### config.mk
export PLATFORM = sky130hd
export DESIGN_NAME = touch_event_generator_unit
export DESIGN_NICKNAME = d
export VERILOG_FILES = /design/src/teg_pkg.sv /design/src/teg_axis_lane.sv /design/src/touch_event_generator_unit.sv
export SDC_FILE = /design/constraint.sdc
export NUM_CORES = 2
export LEC_CHECK = 0
export BUFFER_PORTS_ARGS = -buffer_cell sky130_fd_sc_hd__clkbuf_2
export CORE_MARGIN = 2
export CORE_UTILIZATION = 30
export CTS_CLUSTER_SIZE = 24
export DETAILED_ROUTE_END_ITERATION = 10
export PLACE_DENSITY_LB_ADDON = 0.3
export SLEW_MARGIN = 20
export SYNTH_ARGS = -nofsm -noshare
export SYNTH_HDL_FRONTEND = slang
export SYNTH_HIERARCHICAL = 1
export SYNTH_SLANG_ARGS = --single-unit
### constraint.sdc
create_clock -name clk -period 8.1 [get_ports clk]
set_input_delay 0.405 -clock clk [delete_from_list [all_inputs] [get_ports clk]]
set_output_delay 0.405 -clock clk [all_outputs]
set_load 0.005 [all_outputs]
### src/teg_pkg.sv
// ----------------------------------------------------------------------------
// teg_pkg
// Types and constants shared by the touch event generator: item layouts,
// register indexes, reset values and divider sizing.
// ----------------------------------------------------------------------------
package teg_pkg;

  // Field widths fixed by the item layouts.
  localparam int RAW_W  = 12;
  localparam int REG_W  = 12;
  localparam int POS_W  = 12;
  localparam int TIME_W = 32;
  localparam int IDX_W  = 3;

  // Divider sizing: product of a raw span and a display size.
  localparam int QUO_W     = 2 * RAW_W;
  localparam int REM_W     = RAW_W + 1;
  localparam int DIV_ITERS = QUO_W / 2;

  // Register reset values.
  localparam logic [REG_W-1:0] X_RAW_MIN_RST      = 12'd200;
  localparam logic [REG_W-1:0] X_RAW_MAX_RST      = 12'd3900;
  localparam logic [REG_W-1:0] Y_RAW_MIN_RST      = 12'd200;
  localparam logic [REG_W-1:0] Y_RAW_MAX_RST      = 12'd3900;
  localparam logic [REG_W-1:0] PIX_WIDTH_RST      = 12'd480;
  localparam logic [REG_W-1:0] PIX_HEIGHT_RST     = 12'd320;
  localparam logic [REG_W-1:0] MOVE_THRESHOLD_RST = 12'd5;

  // Register indexes on the configuration port.
  typedef enum logic [IDX_W-1:0] {
    REG_X_RAW_MIN      = 3'd0,
    REG_X_RAW_MAX      = 3'd1,
    REG_Y_RAW_MIN      = 3'd2,
    REG_Y_RAW_MAX      = 3'd3,
    REG_PIX_WIDTH      = 3'd4,
    REG_PIX_HEIGHT     = 3'd5,
    REG_MOVE_THRESHOLD = 3'd6
  } teg_reg_e;

  // One poll tick.
  typedef struct packed {
    logic              touched;
    logic [RAW_W-1:0]  raw_x;
    logic [RAW_W-1:0]  raw_y;
    logic [TIME_W-1:0] time_ms;
  } teg_sample_t;

  // One touch event.
  typedef struct packed {
    logic [POS_W-1:0]  pos_x;
    logic [POS_W-1:0]  pos_y;
    logic              pressed;
    logic [TIME_W-1:0] stamp;
  } teg_event_t;

  // Status of one axis lane.
  typedef struct packed {
    logic busy;
    logic done;
  } teg_lane_stat_t;

endpackage

### src/teg_axis_lane.sv
// ----------------------------------------------------------------------------
// teg_axis_lane
// One axis of the coordinate mapper: clamps a raw sample to its calibrated
// window, multiplies by the display size and divides by the window span with
// a two-bit-per-cycle restoring divider, then saturates to the coordinate
// width, or gives zero when the window is empty.
// ----------------------------------------------------------------------------
module teg_axis_lane
  import teg_pkg::*;
#(
  parameter int COORD_BITS = 12
) (
  input  logic                  clk,
  input  logic                  rst,
  input  logic                  start,
  input  logic [RAW_W-1:0]      raw,
  input  logic [REG_W-1:0]      lo,
  input  logic [REG_W-1:0]      hi,
  input  logic [REG_W-1:0]      span,
  output teg_lane_stat_t        stat,
  output logic [COORD_BITS-1:0] coord
);

  localparam int CNT_W = $clog2(DIV_ITERS);
  localparam logic [QUO_W-1:0] CoordMax = QUO_W'((32'd1 << COORD_BITS) - 32'd1);

  typedef enum logic [1:0] {
    L_IDLE,
    L_MUL,
    L_DIV,
    L_DONE
  } lane_state_t;

  lane_state_t       state;
  logic [RAW_W-1:0]  raw_q;
  logic              empty;
  logic [REG_W-1:0]  den;
  logic [REM_W-1:0]  rem;
  logic [QUO_W-1:0]  quo;
  logic [CNT_W-1:0]  cnt;

  logic [RAW_W-1:0]  clamped;
  logic [RAW_W-1:0]  offset;
  logic [QUO_W-1:0]  product;
  logic [REM_W-1:0]  rem_next;
  logic [QUO_W-1:0]  quo_next;

  // Clamp into the raw window and scale by the display size.
  always_comb begin
    if (raw_q < lo) begin
      clamped = lo;
    end else if (raw_q > hi) begin
      clamped = hi;
    end else begin
      clamped = raw_q;
    end
    offset  = clamped - lo;
    product = QUO_W'(offset) * QUO_W'(span);
  end

  // Two restoring divide steps per cycle.
  always_comb begin
    logic [REM_W-1:0] r;
    logic [QUO_W-1:0] q;
    r = rem;
    q = quo;
    for (int i = 0; i < 2; i++) begin
      r = {r[REM_W-2:0], q[QUO_W-1]};
      q = {q[QUO_W-2:0], 1'b0};
      if (r >= {1'b0, den}) begin
        r    = r - {1'b0, den};
        q[0] = 1'b1;
      end
    end
    rem_next = r;
    quo_next = q;
  end

  // Lane sequencer and result register.
  always_ff @(posedge clk) begin
    if (rst) begin
      state <= L_IDLE;
      cnt   <= '0;
    end else begin
      case (state)
        L_IDLE: begin
          if (start) begin
            raw_q <= raw;
            state <= L_MUL;
          end
        end
        L_MUL: begin
          empty <= (hi <= lo);
          den   <= hi - lo;
          rem   <= '0;
          quo   <= product;
          cnt   <= '0;
          state <= L_DIV;
        end
        L_DIV: begin
          rem <= rem_next;
          quo <= quo_next;
          cnt <= cnt + 1'b1;
          if (cnt == CNT_W'(DIV_ITERS - 1)) begin
            state <= L_DONE;
            if (empty) begin
              coord <= '0;
            end else if (quo_next > CoordMax) begin
              coord <= CoordMax[COORD_BITS-1:0];
            end else begin
              coord <= quo_next[COORD_BITS-1:0];
            end
          end
        end
        L_DONE: begin
          state <= L_IDLE;
        end
        default: begin
          state <= L_IDLE;
        end
      endcase
    end
  end

  assign stat = '{busy: (state != L_IDLE), done: (state == L_DONE)};

endmodule

### src/touch_event_generator_unit.sv
// ----------------------------------------------------------------------------
// touch_event_generator_unit
// Turns touch panel poll ticks into press, move and release events. A touched
// tick is mapped to display pixels by two axis lanes working side by side,
// each clamping, multiplying and dividing by the calibrated span; a merging
// stage then decides whether the new position is a fresh touch or moved
// beyond the threshold. The accepting edge starts the lanes, and a touched
// tick reaches the event register through the multiply, the radix-4 divider
// that each lane owns, a step in which the lanes hand their result to the
// merge, and the load of the event register, which waits until that register
// is free. The next tick is taken once the unit is back in idle; a touched
// tick that reports nothing goes back there without an event. An untouched
// tick holds the input only when it causes a release event, which is loaded
// through the emit state in the same way, once the register is free. A
// finished event waits in the output register while the next tick is already
// being processed; a new event waits for that register to be taken. Registers
// are written through the configuration port, which is always ready, and
// must only be written while the unit is idle.
// ----------------------------------------------------------------------------
module touch_event_generator_unit
  import teg_pkg::*;
#(
  parameter int COORD_BITS = 12
) (
  input  logic             clk,
  input  logic             rst,
  input  logic             sample_valid,
  output logic             sample_stall,
  input  teg_sample_t      sample,
  output logic             evt_valid,
  input  logic             evt_stall,
  output teg_event_t       evt,
  input  logic             cfg_valid,
  output logic             cfg_ready,
  input  logic [IDX_W-1:0] cfg_index,
  input  logic [REG_W-1:0] cfg_data
);

  localparam int CMP_W = (COORD_BITS > REG_W) ? COORD_BITS : REG_W;

  typedef enum logic [1:0] {
    S_IDLE,
    S_MAP,
    S_EMIT
  } top_state_t;

  top_state_t state;

  // Configuration registers.
  logic [REG_W-1:0] x_raw_min;
  logic [REG_W-1:0] x_raw_max;
  logic [REG_W-1:0] y_raw_min;
  logic [REG_W-1:0] y_raw_max;
  logic [REG_W-1:0] pix_width;
  logic [REG_W-1:0] pix_height;
  logic [REG_W-1:0] move_threshold;

  // Tracking state and the pending event.
  logic                  was_down;
  logic [COORD_BITS-1:0] last_px;
  logic [COORD_BITS-1:0] last_py;
  logic [TIME_W-1:0]     stamp_q;
  logic [COORD_BITS-1:0] pend_x;
  logic [COORD_BITS-1:0] pend_y;
  logic                  pend_pressed;

  logic                  accept;
  logic                  lane_start;
  teg_lane_stat_t        stat_x;
  teg_lane_stat_t        stat_y;
  logic [COORD_BITS-1:0] map_x;
  logic [COORD_BITS-1:0] map_y;
  logic [CMP_W-1:0]      dx;
  logic [CMP_W-1:0]      dy;
  logic                  report;
  logic                  slot_free;

  assign cfg_ready    = 1'b1;
  assign sample_stall = (state != S_IDLE);
  assign accept       = sample_valid && !sample_stall;
  assign lane_start   = accept && sample.touched;
  assign slot_free    = !evt_valid || !evt_stall;

  // Configuration writes; unknown indexes are dropped.
  always_ff @(posedge clk) begin
    if (rst) begin
      x_raw_min      <= X_RAW_MIN_RST;
      x_raw_max      <= X_RAW_MAX_RST;
      y_raw_min      <= Y_RAW_MIN_RST;
      y_raw_max      <= Y_RAW_MAX_RST;
      pix_width      <= PIX_WIDTH_RST;
      pix_height     <= PIX_HEIGHT_RST;
      move_threshold <= MOVE_THRESHOLD_RST;
    end else if (cfg_valid && cfg_ready) begin
      case (cfg_index)
        REG_X_RAW_MIN:      x_raw_min      <= cfg_data;
        REG_X_RAW_MAX:      x_raw_max      <= cfg_data;
        REG_Y_RAW_MIN:      y_raw_min      <= cfg_data;
        REG_Y_RAW_MAX:      y_raw_max      <= cfg_data;
        REG_PIX_WIDTH:      pix_width      <= cfg_data;
        REG_PIX_HEIGHT:     pix_height     <= cfg_data;
        REG_MOVE_THRESHOLD: move_threshold <= cfg_data;
        default: ;
      endcase
    end
  end

  // Axis lanes.
  teg_axis_lane #(
    .COORD_BITS(COORD_BITS)
  ) u_lane_x (
    .clk  (clk),
    .rst  (rst),
    .start(lane_start),
    .raw  (sample.raw_x),
    .lo   (x_raw_min),
    .hi   (x_raw_max),
    .span (pix_width),
    .stat (stat_x),
    .coord(map_x)
  );

  teg_axis_lane #(
    .COORD_BITS(COORD_BITS)
  ) u_lane_y (
    .clk  (clk),
    .rst  (rst),
    .start(lane_start),
    .raw  (sample.raw_y),
    .lo   (y_raw_min),
    .hi   (y_raw_max),
    .span (pix_height),
    .stat (stat_y),
    .coord(map_y)
  );

  // Merge: a new touch or a move beyond the threshold on either axis.
  always_comb begin
    logic [CMP_W-1:0] ax;
    logic [CMP_W-1:0] bx;
    logic [CMP_W-1:0] ay;
    logic [CMP_W-1:0] by;
    ax = CMP_W'(map_x);
    bx = CMP_W'(last_px);
    ay = CMP_W'(map_y);
    by = CMP_W'(last_py);
    dx = (ax > bx) ? (ax - bx) : (bx - ax);
    dy = (ay > by) ? (ay - by) : (by - ay);
    report = !was_down ||
             (dx > CMP_W'(move_threshold)) ||
             (dy > CMP_W'(move_threshold));
  end

  // Sequencer, tracking state and event register.
  always_ff @(posedge clk) begin
    if (rst) begin
      state     <= S_IDLE;
      was_down  <= 1'b0;
      last_px   <= '0;
      last_py   <= '0;
      evt_valid <= 1'b0;
    end else begin
      // The event register refills from the emit state and empties when taken.
      if (state == S_EMIT && slot_free) begin
        evt_valid <= 1'b1;
      end else if (evt_valid && !evt_stall) begin
        evt_valid <= 1'b0;
      end
      case (state)
        S_IDLE: begin
          if (accept) begin
            stamp_q <= sample.time_ms;
            if (sample.touched) begin
              state <= S_MAP;
            end else if (was_down) begin
              was_down     <= 1'b0;
              pend_x       <= last_px;
              pend_y       <= last_py;
              pend_pressed <= 1'b0;
              state        <= S_EMIT;
            end
          end
        end
        S_MAP: begin
          if (stat_x.done) begin
            was_down <= 1'b1;
            if (report) begin
              last_px      <= map_x;
              last_py      <= map_y;
              pend_x       <= map_x;
              pend_y       <= map_y;
              pend_pressed <= 1'b1;
              state        <= S_EMIT;
            end else begin
              state <= S_IDLE;
            end
          end
        end
        S_EMIT: begin
          if (slot_free) begin
            evt.pos_x     <= POS_W'(pend_x);
            evt.pos_y     <= POS_W'(pend_y);
            evt.pressed   <= pend_pressed;
            evt.stamp     <= stamp_q;
            state         <= S_IDLE;
          end
        end
        default: begin
          state <= S_IDLE;
        end
      endcase
    end
  end

  // Both lanes run in lockstep.
  assert property (@(posedge clk) disable iff (rst) stat_x.done == stat_y.done)
    else $error("axis lanes finished in different cycles");

  // A tick is only taken while the lanes are free.
  assert property (@(posedge clk) disable iff (rst)
    (sample_valid && !sample_stall) |-> (!stat_x.busy && !stat_y.busy))
    else $error("tick accepted while a lane is busy");

  // A new event only appears out of the emit state.
  assert property (@(posedge clk) disable iff (rst)
    $rose(evt_valid) |-> $past(state == S_EMIT))
    else $error("event raised outside the emit state");

  // The map state is only left once the lanes report done.
  assert property (@(posedge clk) disable iff (rst)
    (state == S_MAP && !stat_x.done) |=> (state == S_MAP))
    else $error("map state left before lanes finished");

endmodule
==> flow_summary_export.csv <==
group,metric,value,unit
floorplanning,die_width,334,um
floorplanning,dieArea,0.111,mm2
setup_path,critPathMaxStageDelay,0.52,ns
detailed_routing,drc,0,
cts,cts_root_buf,"clkbuf_16",
floorplanning,die_y,334,um
setup_path,worstRegToRegCells,37,
run_status,violations,"negative setup slack",
power_and_ir_drop,cellPowerDensity,341,mW/mm2
global_routing,grt_pass1_wl,141000,um
setup_path,cp-start-kind,"flop",
floorplanning,core,0.108,mm2
final_layout,seq_area,0.0103,mm2
timing,setup_ws,-0.136,ns
final_layout,multi_input_area,0.0210,mm2
final_layout,final_nets,4537,
detailed_routing,drtIter0Drc,1305,
job,maxCapViolations,0,
detailed_routing,via_per_inst,4.80,
timing,skew,0.0204,ns
logic_synthesis,syn_area_per_cell,9.29,um2
setup_path,r2r-start,"u_lane_x/raw_q[9]$_DFFE_PP_",
final_layout,drive_above_1_share,19.4,%
min_path,hold_end,"evt_valid$_SDFFE_PP0P_",
final_layout,layout_commonest_cell,"nand2_1",
setup_path,cp_slowest_cell,"fa_1",
timing,setup_viol,2,
detailed_routing,vias,25700,
timing,hold_violations,0,
floorplanning,num_rows,120,
place,io_buffer_count,135,
cts,clock_path_buffers,3,
cts,worst_skew_pair.late_latency,0.61,ns
run_status,status,"finished, violations left",
setup_path,cp_max_fo,4,
global_routing,grt_max_degree,81,
timing,rsz0062_at_grt,"yes",
timing,timing.hold.ws,0.0777,ns
logic_synthesis,netlist_area,0.0326,mm2
final_layout,mostFrequentLayoutCells,"nand2_1, inv_1, ha_1",
cts,htree_levels,2,
min_path,hold_path_class,"primary input to flop",
detailed_routing,drtPass1Iterations,5,
setup_path,arrival,8.59,ns
setup_path,end_kind,"flop",
timing,timing.final.crit_share,102,%
final_layout,final_util,37.1,%
final_layout,layout.filler_cells,10900,
setup_path,r2r_end,"u_lane_x/quo[23]$_DFFE_PP_",
global_routing,antenna_found_initial,3,
power_and_ir_drop,leakage,17.5,nW
global_routing,grt-ovfl-total,0,
logic_synthesis,syn_inst,3514,
cts,clock_sinks,384,
min_path,min_path_cells,3,
setup_path,criticalPathCategory,"flop to flop",
cts,clkSlewWorstSetupHoldPaths,0.06,ns
global_routing,grt_util_all_layers,15.8,%
timing,min_period,8.24,ns
setup_path,crit_required,8.46,ns
place,dp.cells,5155,
power_and_ir_drop,ir_drop,0.833,mV
logic_synthesis,synth.net_count,4146,
detailed_routing,wl_per_cell,16.5,um
min_path,hp-start,"evt_stall",
cts,cts_tree,"yes",
timing,slew_violations,0,
place,place.gp.congestion,0.872,
timing,slew-limit-headroom,27.5,%
detailed_routing,wirelength,88100,um
final_layout,area_delta_synth_final,22.3,%
timing,max_freq,121,MHz
floorplanning,start_util,30.4,%
final_layout,layout.cells.non_filler,5348,
logic_synthesis,yosys_warnings,6,
cts,cts_buffers,47,
setup_path,ff2ff_setup_slack,-0.14,ns
detailed_routing,postRouteAntennaNets,0,
timing,tightest_slew,1.08,ns
floorplanning,num_io_pins,137,
place,dp_hpwl,67200,um
setup_path,cpMostUsedCell,"buf_4",
global_routing,grt_pass1_vias,25900,
-- area by class of cell --
cell class | instances | area share (%)
clock buffer | 60 | 3.17
timing repair buffer | 486 | 8.91
multi-input combinational | 2524 | 52.5
inverter | 462 | 4.34
clock inverter | 27 | 0.887
tap | 1403 | 4.40
sequential | 384 | 25.8
antenna | 2 | 0.0125
-- layer usage --
| metal | share of wire, % | track usage, % | vias up |
|---|---|---|---|
| met5 | 0.014 | 0 | - |
| met4 | 2.4 | 4.51 | 2 |
| met3 | 4.5 | 2.43 | 111 |
| met2 | 45 | 25.4 | 500 |
| met1 | 48 | 21.8 | 12300 |
| li1 | - | - | 12700 |
-- how the worst max path moves through the flow --
stage | startpoint | end | cells past startpoint
2_1_floorplan | x_raw_max[1]$_SDFFE_PP0P_ | u_lane_x/quo[23]$_DFFE_PP_ | 39
3_5_place_dp | u_lane_x/raw_q[6]$_DFFE_PP_ | u_lane_x/quo[23]$_DFFE_PP_ | 36
6_report | u_lane_x/raw_q[9]$_DFFE_PP_ | u_lane_x/quo[23]$_DFFE_PP_ | 37
5_1_grt | u_lane_x/raw_q[9]$_DFFE_PP_ | u_lane_x/quo[23]$_DFFE_PP_ | 36
3_3_place_gp | u_lane_x/raw_q[6]$_DFFE_PP_ | u_lane_x/quo[23]$_DFFE_PP_ | 36
4_1_cts | u_lane_x/raw_q[11]$_DFFE_PP_ | u_lane_x/quo[23]$_DFFE_PP_ | 35
-- flip-flops by register name, indices dropped and copies added, names as in the netlist, 24 cells and up --
signal	flops
evt	57
stamp_q	32
u_lane_x/quo	24
u_lane_y/quo	24
-- critical path: cells and delay by family (launching register included) --
kind	cells	cell delay (ns)
and+or+nand+nor	12	1.93
AOI/OAI and AO/OA	6	0.93
DFF	1	0.46
muxes	1	0.15
adders and majority gates	8	3.35
buffers and inverters	10	1.17
-- through the flow --
| step | total power [mW] | TNS, ns | area [um2] | setup WS (ns) |
|---|---|---|---|---|
| 3_5_place_dp | 10.5 | -4.50 | 36500 | -0.452 |
| 3_3_place_gp | 10.5 | -3.07 | 36500 | -0.360 |
| 2_1_floorplan | 8.16 | -0.0270 | 32700 | -0.0270 |
| 6_report | 13.6 | -0.201 | 39900 | -0.136 |
| 5_1_grt | 14.9 | -3.61 | 39900 | -0.452 |
| 4_1_cts | 13.3 | -0.385 | 39400 | -0.148 |
-- power by group --
part           switching [mW]  internal, mW
sequential              0.129          2.55
combinational            4.58          4.13
clock                   0.885          1.34
total                    5.60          8.01
-- what timing repair did --
item | 4_1_cts | 5_1_grt
setup buffers | 37 | 17
hold buffers | 55 | 0
pin swaps | 138 | 114
endpoints found under the hold margin | 55 | 0
gates resized for setup | 124 | 102
setup endpoints to repair | 19 | 25
Note: power is estimated with default switching activity, not from simulation.
